==> src/design/fpfa_pkg.sv <==
`timescale 1ns / 1ps

package fpfa_pkg;

  // Field widths of the stream payloads
  localparam int unsigned EntryIdxWidth  = 4;
  localparam int unsigned SizeFieldWidth = 16;
  localparam int unsigned InDataWidth    = 24;
  localparam int unsigned OutDataWidth   = 8;

  // Item kinds carried in tuser
  localparam logic OP_LOAD    = 1'b0;
  localparam logic OP_REQUEST = 1'b1;

  // Register indexes, decoded from paddr[2]
  localparam logic REG_FIT_MODE    = 1'b0;
  localparam logic REG_BLOCK_COUNT = 1'b1;

  // Selection policy; code 3 behaves as first fit
  typedef enum logic [1:0] {
    FIT_FIRST = 2'd0,
    FIT_BEST  = 2'd1,
    FIT_WORST = 2'd2
  } fit_mode_e;

  // Control handed to the compare unit with each candidate
  typedef struct packed {
    fit_mode_e mode;
    logic      found;
    logic      occupied;
  } cmp_ctl_t;

endpackage

==> src/design/fpfa_fit_cmp.sv <==
`timescale 1ns / 1ps

module fpfa_fit_cmp #(
  parameter int unsigned SIZE_WIDTH = 16
) (
  input  logic [SIZE_WIDTH-1:0] cand_size_i,
  input  logic [SIZE_WIDTH-1:0] req_size_i,
  input  logic [SIZE_WIDTH-1:0] best_size_i,
  input  fpfa_pkg::cmp_ctl_t    ctl_i,
  output logic                  take_o
);

  logic fits;
  logic smaller;
  logic larger;

  // Candidate is free and large enough
  assign fits    = !ctl_i.occupied && (cand_size_i >= req_size_i);
  assign smaller = cand_size_i < best_size_i;
  assign larger  = cand_size_i > best_size_i;

  // Replace the held pick per policy; strict compares keep the lowest index on ties
  always_comb begin
    case (ctl_i.mode)
      fpfa_pkg::FIT_FIRST: take_o = fits && !ctl_i.found;
      fpfa_pkg::FIT_BEST:  take_o = fits && (!ctl_i.found || smaller);
      fpfa_pkg::FIT_WORST: take_o = fits && (!ctl_i.found || larger);
      default:             take_o = fits && !ctl_i.found;
    endcase
  end

endmodule

==> src/design/fixed_partition_fit_allocator.sv <==
// The block stays ready after a load item and can take an item every cycle while idle.
// A request scans one table entry per cycle through a shared compare unit fed by the
// size memory's registered read port; no new item is taken until the result has been
// moved into the output register, which waits while a held result is stalled.
// rst_ni is asynchronous, active low: all entries free, fit_mode 0, block_count 16.
// Partition sizes are not cleared and hold no value until loaded.
`timescale 1ns / 1ps

module fixed_partition_fit_allocator #(
  parameter int unsigned MAX_PARTITIONS = 16,
  parameter int unsigned SIZE_WIDTH     = 16
) (
  input  logic        clk_i,
  input  logic        rst_ni,
  // input stream
  input  logic        s_axis_tvalid,
  output logic        s_axis_tready,
  // [3:0] entry_index, [19:4] size_value, [23:20] zero
  input  logic [23:0] s_axis_tdata,
  // [0] opcode
  input  logic        s_axis_tuser,
  input  logic        s_axis_tlast,
  // result stream
  output logic        m_axis_tvalid,
  input  logic        m_axis_tready,
  // [3:0] chosen_index, [7:4] zero
  output logic [7:0]  m_axis_tdata,
  // [0] granted
  output logic        m_axis_tuser,
  // configuration port
  input  logic        psel,
  input  logic        penable,
  input  logic        pwrite,
  input  logic [2:0]  paddr,
  input  logic [31:0] pwdata,
  output logic [31:0] prdata,
  output logic        pready
);

  localparam int unsigned IW = (MAX_PARTITIONS > 1) ? $clog2(MAX_PARTITIONS) : 1;
  localparam int unsigned CW = $clog2(MAX_PARTITIONS + 1);

  typedef enum logic [1:0] {
    ST_IDLE,
    ST_SCAN,
    ST_DONE
  } state_e;

  // Configuration registers
  logic [1:0] fit_mode_q;
  logic [4:0] block_count_q;
  logic       cfg_wr;

  assign pready = 1'b1;
  assign cfg_wr = psel && penable && pwrite && pready;

  always_ff @(posedge clk_i or negedge rst_ni) begin
    if (!rst_ni) begin
      fit_mode_q    <= 2'd0;
      block_count_q <= 5'd16;
    end else if (cfg_wr) begin
      if (paddr[2] == fpfa_pkg::REG_FIT_MODE) begin
        fit_mode_q <= pwdata[1:0];
      end else begin
        block_count_q <= pwdata[4:0];
      end
    end
  end

  always_comb begin
    if (paddr[2] == fpfa_pkg::REG_BLOCK_COUNT) begin
      prdata = {27'd0, block_count_q};
    end else begin
      prdata = {30'd0, fit_mode_q};
    end
  end

  // Unpack the input transfer
  logic [31:0]           idx_ext;
  logic [31:0]           size_ext;
  logic [IW-1:0]         load_idx;
  logic [SIZE_WIDTH-1:0] in_size;
  logic                  load_ok;
  logic                  in_xfer;
  logic                  is_load;
  logic                  is_req;

  assign idx_ext  = {28'd0, s_axis_tdata[3:0]};
  assign size_ext = {16'd0, s_axis_tdata[19:4]};
  assign load_idx = idx_ext[IW-1:0];
  assign in_size  = size_ext[SIZE_WIDTH-1:0];
  assign load_ok  = idx_ext < MAX_PARTITIONS;
  assign in_xfer  = s_axis_tvalid && s_axis_tready;
  assign is_load  = in_xfer && (s_axis_tuser == fpfa_pkg::OP_LOAD);
  assign is_req   = in_xfer && (s_axis_tuser == fpfa_pkg::OP_REQUEST);

  // Sequencer registers
  state_e                  state_q, state_d;
  logic [MAX_PARTITIONS-1:0] occ_q, occ_d;
  logic [CW-1:0]           iss_q, iss_d;
  logic [CW-1:0]           count_q, count_d;
  logic                    eval_vld_q, eval_vld_d;
  logic [IW-1:0]           eval_idx_q, eval_idx_d;
  logic [SIZE_WIDTH-1:0]   req_q, req_d;
  logic [SIZE_WIDTH-1:0]   best_q, best_d;
  logic [IW-1:0]           pick_q, pick_d;
  logic                    found_q, found_d;
  logic                    last_q, last_d;
  fpfa_pkg::fit_mode_e     mode_q, mode_d;
  logic                    m_valid_q, m_valid_d;
  logic                    m_user_q, m_user_d;
  logic [7:0]              m_data_q, m_data_d;

  // Size memory with a registered read port
  logic [SIZE_WIDTH-1:0] mem [MAX_PARTITIONS];
  logic [SIZE_WIDTH-1:0] rd_q;
  logic [IW-1:0]         rd_addr;

  assign rd_addr = iss_q[IW-1:0];

  always_ff @(posedge clk_i) begin
    if (is_load && load_ok) begin
      mem[load_idx] <= in_size;
    end
    rd_q <= mem[rd_addr];
  end

  // Shared compare unit
  fpfa_pkg::cmp_ctl_t cmp_ctl;
  logic               take;

  assign cmp_ctl.mode     = mode_q;
  assign cmp_ctl.found    = found_q;
  assign cmp_ctl.occupied = occ_q[eval_idx_q];

  fpfa_fit_cmp #(
    .SIZE_WIDTH(SIZE_WIDTH)
  ) u_cmp (
    .cand_size_i(rd_q),
    .req_size_i (req_q),
    .best_size_i(best_q),
    .ctl_i      (cmp_ctl),
    .take_o     (take)
  );

  logic [31:0] bc_ext;
  logic [31:0] pick_ext;
  logic        out_free;

  assign bc_ext        = {27'd0, block_count_q};
  assign pick_ext      = 32'(pick_q);
  assign out_free      = !m_valid_q || m_axis_tready;
  assign s_axis_tready = (state_q == ST_IDLE);

  // Next-state logic
  always_comb begin
    state_d    = state_q;
    occ_d      = occ_q;
    iss_d      = iss_q;
    count_d    = count_q;
    eval_vld_d = 1'b0;
    eval_idx_d = eval_idx_q;
    req_d      = req_q;
    best_d     = best_q;
    pick_d     = pick_q;
    found_d    = found_q;
    last_d     = last_q;
    mode_d     = mode_q;
    m_valid_d  = m_valid_q && !m_axis_tready;
    m_user_d   = m_user_q;
    m_data_d   = m_data_q;

    case (state_q)
      ST_IDLE: begin
        // free a loaded entry
        if (is_load && load_ok) begin
          occ_d[load_idx] = 1'b0;
        end
        // latch the request and start the scan
        if (is_req) begin
          req_d   = in_size;
          last_d  = s_axis_tlast;
          mode_d  = fpfa_pkg::fit_mode_e'(fit_mode_q);
          found_d = 1'b0;
          pick_d  = '0;
          iss_d   = '0;
          count_d = (bc_ext > MAX_PARTITIONS) ? CW'(MAX_PARTITIONS) : CW'(bc_ext);
          state_d = ST_SCAN;
        end
      end
      ST_SCAN: begin
        // evaluate the entry read last cycle
        if (eval_vld_q && take) begin
          found_d = 1'b1;
          pick_d  = eval_idx_q;
          best_d  = rd_q;
        end
        // issue the next read or finish
        if (iss_q < count_q) begin
          eval_vld_d = 1'b1;
          eval_idx_d = iss_q[IW-1:0];
          iss_d      = iss_q + 1'b1;
        end else begin
          state_d = ST_DONE;
        end
      end
      ST_DONE: begin
        // deliver the result once the output register is free
        if (out_free) begin
          m_valid_d = 1'b1;
          m_user_d  = found_q;
          m_data_d  = found_q ? {4'd0, pick_ext[3:0]} : 8'd0;
          if (found_q) begin
            occ_d[pick_q] = 1'b1;
          end
          if (last_q) begin
            occ_d = '0;
          end
          state_d = ST_IDLE;
        end
      end
      default: begin
        state_d = ST_IDLE;
      end
    endcase
  end

  // Hold state and registered outputs
  always_ff @(posedge clk_i or negedge rst_ni) begin
    if (!rst_ni) begin
      state_q    <= ST_IDLE;
      occ_q      <= '0;
      iss_q      <= '0;
      count_q    <= '0;
      eval_vld_q <= 1'b0;
      eval_idx_q <= '0;
      req_q      <= '0;
      best_q     <= '0;
      pick_q     <= '0;
      found_q    <= 1'b0;
      last_q     <= 1'b0;
      mode_q     <= fpfa_pkg::FIT_FIRST;
      m_valid_q  <= 1'b0;
      m_user_q   <= 1'b0;
      m_data_q   <= '0;
    end else begin
      state_q    <= state_d;
      occ_q      <= occ_d;
      iss_q      <= iss_d;
      count_q    <= count_d;
      eval_vld_q <= eval_vld_d;
      eval_idx_q <= eval_idx_d;
      req_q      <= req_d;
      best_q     <= best_d;
      pick_q     <= pick_d;
      found_q    <= found_d;
      last_q     <= last_d;
      mode_q     <= mode_d;
      m_valid_q  <= m_valid_d;
      m_user_q   <= m_user_d;
      m_data_q   <= m_data_d;
    end
  end

  assign m_axis_tvalid = m_valid_q;
  assign m_axis_tuser  = m_user_q;
  assign m_axis_tdata  = m_data_q;

endmodule

==> config.mk <==
export PLATFORM = sky130hd
export DESIGN_NAME = fixed_partition_fit_allocator
export DESIGN_NICKNAME = d
export VERILOG_FILES = /design/src/design/fpfa_pkg.sv /design/src/design/fpfa_fit_cmp.sv /design/src/design/fixed_partition_fit_allocator.sv
export SDC_FILE = /design/constraint.sdc
export NUM_CORES = 1
export LEC_CHECK = 0
export BUFFER_PORTS_ARGS = -buffer_cell sky130_fd_sc_hd__buf_2
export CORE_MARGIN = 2
export CORE_UTILIZATION = 45
export CTS_BUF_LIST = sky130_fd_sc_hd__clkbuf_8 sky130_fd_sc_hd__clkbuf_16
export CTS_CLUSTER_SIZE = 30
export DETAILED_ROUTE_END_ITERATION = 12
export GPL_TIMING_DRIVEN = 0
export REMOVE_ABC_BUFFERS = 1
export SLEW_MARGIN = 40
export SYNTH_ARGS = -nofsm -noshare
export SYNTH_HDL_FRONTEND = slang
export SYNTH_HIERARCHICAL = 1
export SYNTH_SLANG_ARGS = --single-unit
==> constraint.sdc <==
create_clock -name clk_i -period 3.6 [get_ports clk_i]
set_input_delay 0.54 -clock clk_i [delete_from_list [all_inputs] [get_ports clk_i]]
set_output_delay 0.54 -clock clk_i [all_outputs]
set_load 0.1 [all_outputs]
After elaboration in Yosys (flattened, before gate mapping)
Memories as Yosys holds them, arrays and structs flattened. A register that Yosys moved wholly into a read port is not among the register bits.
Cells that the tools add are included.

storage, ports and cells
  register bits = 90
  bits in latches = 0
  bits in writable memories = 256
  ROM bits = 0
  output and inout port bits = 44
  word-level logic and storage cells = 114
  memories kept = 1

operators by class
  $add $sub $neg = 1
  multipliers = 0
  div/mod/pow operators = 0
  $lt $le $gt $ge = 11
  equal/unequal tests = 11
  shifts and indexed selects = 0
  multiplexer cells = 34
  bitwise operators = 5
  reduce and logical (&&, ||, !) cells = 34

memories
  name  words  bits a word  read ports  clocked after memory_dff  wr ports  line                                  RTL
  mem   16     16           1           1                         1         fixed_partition_fit_allocator.sv:115  logic [SIZE_WIDTH-1:0] mem [MAX_PARTITIONS];

operators with widths
  kind                                                                   number
  16-bit 2-to-1 mux                                                      4
  16-bit one-hot mux with 2 select lines                                 1
  4-bit by 5-bit < comparator with 1-bit output, second input constant   4
  5-bit 2-to-1 mux                                                       4
  16-bit bitwise AND                                                     1
  16-bit >= comparator                                                   1
  16-bit > comparator                                                    1
  16-bit < comparator                                                    1
  16-bit inverter                                                        1
  16-bit OR                                                              1
  1-bit logical AND                                                      14
  4-bit 2-to-1 mux                                                       3
  2-bit AND reduction                                                    6
  1-bit 2-to-1 mux                                                       11
  5-bit one-hot mux with 2 select lines                                  1
  3-bit AND reduction                                                    3
  1-bit demux with 4-bit select                                          2
  4-bit by 1-bit >= comparator with 1-bit output, second input constant  2
  2-bit != test, second input constant                                   4
  4-bit one-hot mux with 2 select lines                                  1
  2-bit 2-to-1 mux                                                       3
  2-bit one-hot mux with 3 select lines                                  1
  5-bit by 1-bit adder with 5-bit output, second input constant          1
  5-bit > comparator, second input constant                              1
  other kinds (13)                                                       24

Depth between registers and ports, before layout
  depth after elaboration = 9
  gate-level depth with buffers = 12

Hierarchy
The synthesis kept the hierarchy.

modules (own cells, without submodules)
  module                         instances  cells each  area each (µm²)  sequential area each (µm²)
  fixed_partition_fit_allocator  1          892         14252.4          10161.0
  fpfa_fit_cmp                   1          113         837.1            0.0

Least setup slack after synthesis
Ideal clock, no wire load.

  path kind = register to register
  start point = register state_q[1]
  end point = memory mem[4][0] (enable)
  data arrival time = 3.158 ns
  setup slack = 0.053 ns
  stages on the path, launching flop included = 5
  path buffers = 0
  clock period less this slack = 3.547 ns
  path through = dfrtp_1 -> nor2_1 -> nand3b_1 -> or3_1 -> nor2_1

on the way
  longest elaborated chain between the ends = 6

ends and longest elaborated chain
  item                                    line                                  RTL
  from (decl)                             fixed_partition_fit_allocator.sv:98   state_e state_q, state_d;
  from (signal assigned)                  fixed_partition_fit_allocator.sv:247  state_q <= state_d;
  2-bit logical NOT                       fixed_partition_fit_allocator.sv:153  assign s_axis_tready = (state_q == ST_IDLE);
  named net s_axis_tready                 fixed_partition_fit_allocator.sv:17   output logic s_axis_tready,
  1-bit logical AND                       fixed_partition_fit_allocator.sv:93   assign in_xfer = s_axis_tvalid && s_axis_tready;
  1-bit logical AND                       fixed_partition_fit_allocator.sv:94   assign is_load = in_xfer && (s_axis_tuser == fpfa_pkg::OP_LOAD);
  1-bit logical AND                       fixed_partition_fit_allocator.sv:122  if (is_load && load_ok) begin
  1-bit 2-to-1 mux                        fixed_partition_fit_allocator.sv:122
  1-bit 2-to-1 mux (not written as such)  fixed_partition_fit_allocator.sv:123  mem[load_idx] <= in_size;
  to (decl)                               fixed_partition_fit_allocator.sv:115

The timed path passes the listed nets, and every way through them passes these cells.

Final worst setup path
  start point = register best_q[7]
  end point = register best_q[0]

on the way
  longest elaborated chain between the ends = 6

ends and longest elaborated chain
  item                                                               line                                    RTL
  from (decl)                                                        fixed_partition_fit_allocator.sv:105    logic [SIZE_WIDTH-1:0] best_q, best_d;
  from (signal assigned)                                             fixed_partition_fit_allocator.sv:254    best_q <= best_d;
  16-bit > comparator / 16-bit < comparator (equally long branches)  fpfa_fit_cmp.sv:20, fpfa_fit_cmp.sv:19
  1-bit logical OR, on equally long branches                         fpfa_fit_cmp.sv:27, fpfa_fit_cmp.sv:26
  1-bit logical AND, on equally long branches                        fpfa_fit_cmp.sv:27, fpfa_fit_cmp.sv:26
  1-bit one-hot mux with 2 select lines *                            fpfa_fit_cmp.sv:24                      case (ctl_i.mode)
  named net take                                                     fixed_partition_fit_allocator.sv:130    logic take;
  1-bit logical AND *                                                fixed_partition_fit_allocator.sv:193    if (eval_vld_q && take) begin
  2-bit AND reduction (no line) *                                    -

The timed path passes the listed nets; every way through them passes the cells marked *.
A chain may end at the register's enable or synchronous reset.

==> metrics <==
# DRC 0; clk_lat worst skew 530 ps; met2 routed WL 15600 um; M1 WL 14600 um; WHS 235 ps; Initial Util 0.453; Fillers 2759; synth warn 6; Final ANT Viol Nets 0; first-pass GRT wire length 50200 um; main flop type after synthesis edfxtp_1; post-synthesis cell type with the largest combined area edfxtp_1; ant diodes 0; gr ovfl total 0; status complete, no violations; final max-slew violation count 0; core region area 0.0333 mm2; reg2reg end best_q[0]; TritonRoute pass-1 iters 5; TritonCTS clock tree yes; largest net degree at the start of global routing 57; period utilization 0.936; share of post-route cells with drive strength above 1 0.202; Clock Tree Buf Depth 3; peak supply drop 0.000512 V; RSZ-0062 raised after global routing no; total track usage 0.188; Routed Wire Length 32300 um; Port Buffers 46; CP Capture Point best_q[0]; P&R area growth vs syn 15.1%; Syn Inst Count 1005; Setup-failing EPs final 0; Final Total Pwr 13.1 mW; top cell type's share of synthesized area 0.509; Hold Fails Final Rpt 0; post-CTS setup buffers 0; # IOs 112; CP Launch Type flip-flop; WL/cell 20.8 um; utilization after layout 0.522; number of synthesized register bits 358; worst hold-check path type input port to flip-flop; count leader, synth edfxtp_1; Seq/Total Area, Yosys 0.673; unique cell type count in the Yosys netlist 55; CP Launch Point best_q[7]; CP endpoint kind flip-flop; power per cell area 753 mW/mm2; worst r2r src best_q[7]; clock sinks 358; drt via density 5.40; full die area 0.0350 mm2; clk root buf clkbuf_16; worst reg-to-reg path cell count 10; P_leak 6.53 nW; width of the die 187 um; worst rel slew slack 0.527; Synth Area per Inst 15.0 um2; Worst Path Arrival 3760 ps; # Max-Cap Violations 0; synth top area cells edfxtp_1 (51%), dfrtp_1 (14%), mux4_2 (5.5%); met3 wire length 1310 um; clock slew at reported path FFs 60 ps; CP max FO 25; vias in the first global route 8448; top cells by count, synth edfxtp_1 (256), nand2_1 (97), dfrtp_1 (85); Max Fclk 0.297 GHz; Max Used Layer met4; worst-margin pin slew 709 ps; CTS H-tree depth 2; Critical Path RT 3990 ps; initial DRC count 566; ys async rst share 0.240; Mapped Area 0.0151 mm2; Rows 67; r2r setup slk 230 ps; Final Skew 24.6 ps; Post-synth EDFFs 256; layout net count 1178; initial antenna violation count 0; WS Path Type flip-flop to flip-flop; RePlAce Congestion 0.816; final setup TNS 0 ps; via count 8348; Final min period 3370 ps; dpl hpwl 22000 um; cts bufs inserted 37; die height 187 um; WHS Path Cells 3
==> logic make-up after synthesis <==
logic type,Yosys count,synth area share
flops,358,0.673
simple gates,195,0.0631
compound gates,169,0.0714
mux,129,0.119
buf+inv,114,0.0413
fa+ha+maj,38,0.0315
other cells,2,0.000498
==> flip-flops by register name, summed over array words and instances, names as in the netlist, 4 cells and up <==
register / count
best_q: 16
block_count_q: 5
count_q: 5
eval_idx_q: 4
iss_q: 5
m_axis_tdata: 4
mem: 256
occ_q: 16
pick_q: 4
rd_q: 16
req_q: 16
==> cell type report <==
type | instances | area, um2 | share of cell area
tap | 448 | 561 | 0.0323
clock buffer | 38 | 951 | 0.0547
sequential | 358 | 10200 | 0.585
timing repair buffer | 70 | 707 | 0.0407
clock inverter | 28 | 273 | 0.0157
multi-input combinational | 563 | 4550 | 0.262
inverter | 42 | 159 | 0.00915
==> cell usage in the layout, fill, tap and decap left out, drive strengths merged, types with 5 or more instances in the layout <==
cell type  synthesis  final
nor2b              8      8
a22oi             16     16
clkinv             1     11
nand2             97     97
nand2b             8      8
nand4              9      9
clkbuf            13     38
buf               59     69
mux2i             64     64
nand3             15     15
bufinv             0      5
mux2              28     28
nor2              27     27
dfrtp             85     85
a31oi              6      6
a221oi            33     33
inv               41     54
conb               2     32
dfxtp             16     16
nand3b            10     10
edfxtp           256    256
ha                38     38
o21ai             58     58
mux4              37     37
a21oi             41     41
==> how the worst min path moves through the flow <==
| stage | from | end | slack [ps] |
|---|---|---|---|
| after global placement | m_axis_tdata[3] | m_axis_tdata[3] | 460 |
| after CTS | s_axis_tlast | last_q | 220 |
| after detailed placement | rst_ni | m_axis_tdata[1] | 450 |
| after floorplan | rst_ni | best_q[0] | 240 |
| after global routing | s_axis_tlast | last_q | 230 |
| final | s_axis_tlast | last_q | 230 |
==> layer usage <==
metal  up-vias  global-route usage
met4         0              0.0516
met5         -                   0
met1      4215               0.263
met3        49              0.0268
li1       3889                   -
met2       195               0.309
==> power breakdown <==
part           switching, mW  internal, mW  total, mW
Clock                   1.55          2.29       3.84
Combinational           2.22          1.58       3.80
Sequential             0.530          4.92       5.45
Total                   4.30          8.79       13.1
==> repair_timing <==
item                                   4_1_cts  5_1_grt
endpoints found under the hold margin       29        0
hold buffers                                 1        0
resized for setup                            0        0
==> worst max-delay path: stages (launching register included) <==
cell and delay, ps:
dfrtp_1 340, inv_1 40, ha_1 310, a21oi_1 160, a31oi_1 110, a2111oi_0 450, o211a_1 230, mux2_4 310
a221oi_2 290, nand3_2 530, mux2_2 480
==> stage by stage <==
stage / instance area [um2] / cells / worst slack (ps)
floorplan: 14700 / 963 / -934
global placement: 15500 / 1457 / -2490
detailed placement: 16100 / 1480 / 219
CTS: 17400 / 1547 / 204
global route: 17400 / 1547 / 29.6
finish: 17400 / 1547 / 231
Note: power is estimated with default switching activity, not from simulation.
